### src/sfla_pkg.sv
`default_nettype none
package sfla_pkg;

  localparam int ADDR_W = 16;
  localparam int SIZE_W = 13;
  localparam int PAGE_BYTES = 4096;
  localparam int MAX_PAGES = 16;
  localparam int MAX_BLOCKS_PER_PAGE = 512;
  localparam int LINK_SHIFT = 3;
  localparam int LINK_DEPTH = 8192;
  localparam int LINK_AW = $clog2(LINK_DEPTH);
  localparam int LINK_W = ADDR_W + 1;
  localparam int PAGE_W = $clog2(PAGE_BYTES);
  localparam int PAGES_W = $clog2(MAX_PAGES + 1);
  localparam int CNT_W = $clog2(MAX_BLOCKS_PER_PAGE);
  localparam int OFF_W = SIZE_W + 2;
  localparam logic [SIZE_W-1:0] MIN_SIZE = SIZE_W'(8);
  localparam logic [SIZE_W-1:0] SIZE_RESET = SIZE_W'(8);

  localparam logic [1:0] ST_ALLOCATED = 2'd0;
  localparam logic [1:0] ST_FREED = 2'd1;
  localparam logic [1:0] ST_NULL_IGNORED = 2'd2;
  localparam logic [1:0] ST_OUT_OF_MEMORY = 2'd3;

  localparam logic MODE_ALLOC = 1'b0;
  localparam logic MODE_FREE = 1'b1;

  typedef struct packed {
    logic mode;
    logic [ADDR_W-1:0] address;
    logic address_valid;
  } in_req_t;

  typedef struct packed {
    logic [ADDR_W-1:0] block_address;
    logic [1:0] status;
  } out_res_t;

  typedef enum logic [1:0] {
    S_IDLE,
    S_CARVE,
    S_READ,
    S_POP
  } state_t;

  typedef struct packed {
    logic do_free;
    logic do_null;
    logic do_oom;
    logic rd_head;
    logic pop;
    logic carve_init;
    logic carve_step;
  } cmd_t;

  typedef struct packed {
    logic head_valid;
    logic can_carve;
    logic carve_last;
  } stat_t;

endpackage
`default_nettype wire

### src/sfla_ctrl.sv
`default_nettype none
module sfla_ctrl
  import sfla_pkg::*;
(
  input  wire logic    clk,
  input  wire logic    rst_n,
  input  wire logic    start,
  input  wire logic    mode,
  input  wire logic    address_valid,
  input  wire stat_t   stat,
  output logic         busy,
  output cmd_t         cmd
);

  state_t state_r;
  state_t state_nxt;

  always_ff @(posedge clk) begin
    if (!rst_n) begin
      state_r <= S_IDLE;
    end else begin
      state_r <= state_nxt;
    end
  end

  always_comb begin
    state_nxt = state_r;
    case (state_r)
      S_IDLE: begin
        if (start && mode == MODE_ALLOC) begin
          if (stat.head_valid) begin
            state_nxt = S_POP;
          end else if (stat.can_carve) begin
            state_nxt = S_CARVE;
          end
        end
      end
      S_CARVE: begin
        if (stat.carve_last) begin
          state_nxt = S_READ;
        end
      end
      S_READ: state_nxt = S_POP;
      S_POP: state_nxt = S_IDLE;
      default: state_nxt = S_IDLE;
    endcase
  end

  always_comb begin
    cmd = '0;
    busy = 1'b1;
    case (state_r)
      S_IDLE: begin
        busy = 1'b0;
        if (start) begin
          if (mode == MODE_FREE) begin
            cmd.do_free = address_valid;
            cmd.do_null = !address_valid;
          end else if (stat.head_valid) begin
            cmd.rd_head = 1'b1;
          end else if (stat.can_carve) begin
            cmd.carve_init = 1'b1;
          end else begin
            cmd.do_oom = 1'b1;
          end
        end
      end
      S_CARVE: cmd.carve_step = 1'b1;
      S_READ: cmd.rd_head = 1'b1;
      S_POP: cmd.pop = 1'b1;
      default: cmd = '0;
    endcase
  end

endmodule
`default_nettype wire

### config.mk
export PLATFORM = sky130hd
export DESIGN_NAME = sfla_ctrl
export DESIGN_NICKNAME = d
export VERILOG_FILES = /design/src/sfla_pkg.sv /design/src/sfla_ctrl.sv
export SDC_FILE = /design/constraint.sdc
export NUM_CORES = 1
export LEC_CHECK = 0
export BUFFER_PORTS_ARGS = -buffer_cell sky130_fd_sc_hd__buf_2
export CAP_MARGIN = 20
export CORE_AREA = 2 2 39 41
export DETAILED_ROUTE_END_ITERATION = 10
export DIE_AREA = 0 0 41 43
export PLACE_DENSITY = 0.52
export SETUP_SLACK_MARGIN = 0.3
export SLEW_MARGIN = 0
export SYNTH_ARGS = -nofsm -noshare
export SYNTH_HDL_FRONTEND = slang
export SYNTH_SLANG_ARGS = --single-unit
export TNS_END_PERCENT = 5
### constraint.sdc
create_clock -name clk -period 1.6 [get_ports clk]
set_clock_uncertainty 0.2 [all_clocks]
set_input_delay 0.24 -clock clk [delete_from_list [all_inputs] [get_ports clk]]
set_output_delay 0.24 -clock clk [all_outputs]
set_load 0.02 [all_outputs]
==> results.py <==
metrics = {
    "synth": {
        "synthCells": 32,
        "ys_types": 20,
        "synth_top_cell_by_area": "ha_1",
        "syn_area_um2": 272.8,
        "syn_area_per_cell_um2": 8.524,
        "synth_area_leaders": "ha_1, dfxtp_1, inv_1, nand2_1, nand2b_4",
        "yosysWarnings": 0,
        "synth_top_area_share_pct": 22.94,
        "seq_area_frac_synth_pct": 14.68,
        "ys_ff_latch": 2,
        "syn-num-nets": 45,
    },
    "timing": {
        "setup_viol": 2,
        "tns_ns": -0.1139,
        "min_period_over_period_pct": 103.7,
        "tightest_slew_ns": 0.1804,
        "finalHoldViolations": 0,
        "max_freq_mhz": 602.6,
        "maxSlewHeadroom_pct": 87.88,
        "drv_slew": 0,
        "hold_slack_ns": 0.08747,
        "rsz0062_at_grt": "yes",
        "min_period_ns": 1.659,
        "finalWorstSetupSlack_ns": -0.05937,
    },
    "clock_tree": {
        "clk_latency_ns": 0.23,
        "cts_tree": "done",
        "hold_buffers": 0,
        "clk_path_buf_depth": 2,
        "root_buffer": "clkbuf_4",
        "cts_buffers": 3,
        "clk_pin_slew_ns": 0.03,
        "htreeDepth": 1,
        "cts_sinks": 2,
    },
    "routing": {
        "routed_wl_um": 779,
        "drt_pass1_iterations": 2,
        "postRouteAntennaNets": 0,
        "wire_per_inst_um": 11.13,
        "drt_iter0_drc": 2,
        "drc_errors": 0,
        "vias_per_cell": 4.514,
        "vias": 316,
    },
    "layout": {
        "final_layout_size_suffix_gt1_share_pct": 77.78,
        "fin_area_um2": 553.0,
        "final_cells": 70,
        "fillers": 147,
        "final_core_util_pct": 39.96,
        "largest-register": "state_r",
        "final_nets": 69,
        "largest_reg_flops": 2,
        "area_delta_synth_final_pct": 102.8,
        "regArea_um2": 42.54,
        "multi_input_area_um2": 311.5,
        "antenna_cells": 0,
        "top_regs": "state_r x2",
    },
    "die": {
        "die_w_um": 41,
        "die_y_um": 43,
        "start_util_pct": 19.71,
        "die_area_um2": 1763,
        "rows": 14,
        "ios": 16,
        "core_area_um2": 1384,
    },
    "critical_path": {
        "worstPathArrival_ns": 1.22,
        "r2r_start": "state_r[1]",
        "worstPathRequired_ns": 1.16,
        "cp-end-kind": "output port",
        "rr_endpoint": "state_r[0]",
        "reg2reg_depth": 6,
        "ff2ff_setup_slack_ns": 0.06,
        "critPathLaunchType": "flop",
        "crit_fanout": 3,
        "worstSetupPathType": "flop to output port",
    },
    "global_route": {
        "grt_pass1_vias": 315,
        "use_met2_pct": 16.25,
        "grt_pass1_wl_um": 1235,
        "grtUsageTotal_pct": 10.10,
        "grt_max_degree": 6,
        "use_met1_pct": 11.75,
        "grt_use_met3_pct": 0,
        "grt_busiest_layer": "met2",
        "gr-total-overflow": 0,
        "antenna_found_initial": 0,
    },
    "outcome": {
        "violations": "setup timing",
        "status": "finished with violations",
    },
    "min_path": {
        "holdPathStages": 2,
        "hold_path_class": "input pin to flop",
        "hold_end": "state_r[0]",
        "worstHoldStart": "rst_n",
    },
    "placement": {
        "io_buffers": 15,
        "globalplace.congestion": 0.6328,
        "place_inst": 63,
        "dpl-instance-area_um2": 429.2,
    },
    "power_and_ir_drop": {
        "power_density_nw_per_um2": 1973,
        "power.leakage_nw": 0.2553,
        "ir_drop_v": 0.0006627,
    },
    "run": {
        "cap_violations": 0,
    },
}
## cells by family after synthesis
kind of cell             Yosys count  share of synthesized area (%)
AND/OR/NAND/NOR                   13                          29.82
AO/OA/AOI/OAI                      7                          22.94
adder cells (fa/ha/maj)            5                          22.94
buffers and inverters              4                          5.503
flip-flops                         2                          14.68
multiplexers                       1                          4.128
## cell type report
class                      instances  share of cell area (%)
multi-input combinational         26                   56.33
timing repair buffer              19                   24.66
inverter                           4                   3.620
sequential                         2                   7.692
tap                               16                   3.620
clock buffer                       3                   4.072
## placed cells by master, fill, tap and decap left out, types with 2 or more instances in the layout
master	netlist	layout
inv_4	0	2
clkbuf_4	0	3
a211oi_2	1	2
ha_4	0	3
buf_6	0	3
dfxtp_2	0	2
inv_1	4	2
nor2_1	2	2
buf_4	0	9
nand2_1	4	3
buf_2	0	7
## critical path, cell delays in order (launching register included)
cell and delay, ns:
dfxtp_2 0.33, inv_4 0.08, ha_4 0.16, nand2_4 0.06
nor4b_4 0.19, buf_4 0.17
## layer usage
layer	vias to the layer above	share of wire [%]
li1	158	-
met1	145	39
met2	13	53
met3	0	8.1
met4	0	0
met5	-	0
## Yosys cell counts
master	n
ha_1	5
inv_1	4
nand2_1	4
dfxtp_1	2
nor2_1	2
a211oi_1	1
a211oi_2	1
a21o_1	1
mux2_2	1
nand2b_4	1
nand3_1	1
nor2b_1	1
nor3b_2	1
nor4_1	1
nor4b_1	1
o21ba_2	1
o21bai_1	1
o221a_1	1
o22ai_1	1
or2_2	1
## metrics by stage
| step | setup WS, ns | total power, W |
|---|---|---|
| after detailed placement | 0.05388 | 0.0007190 |
| after global routing | -0.1307 | 0.001180 |
| final | -0.05937 | 0.001091 |
| after global placement | 0.06236 | 0.0007180 |
| after CTS | -0.07601 | 0.0009992 |
| after floorplan | 0.1333 | 0.0005892 |
## how the worst max path moves through the flow
stage,from,slack (ns),cells past startpoint,end
after floorplan,state_r[1],0.13,4,cmd[1]
after global placement,state_r[1],0.06,5,cmd[1]
after detailed placement,state_r[1],0.05,5,cmd[1]
after CTS,state_r[0],-0.08,5,cmd[1]
after global routing,state_r[0],-0.13,5,cmd[1]
final,state_r[1],-0.06,5,cmd[1]
## power by group
group	total, W	switching, W	internal (W)
logic	0.000864	0.000406	0.000458
clock network	0.000115	0.0000319	0.0000831
registers	0.000112	0.0000295	0.0000825
## timing repair
item                       4_1_cts  5_1_grt
setup endpoints to repair       10       10
resized for setup               13        6
pin swaps                        7        6
buffers inserted                 4        0
hold endpoints to repair         0        0
No activity file was read; power rests on OpenSTA's default activity.
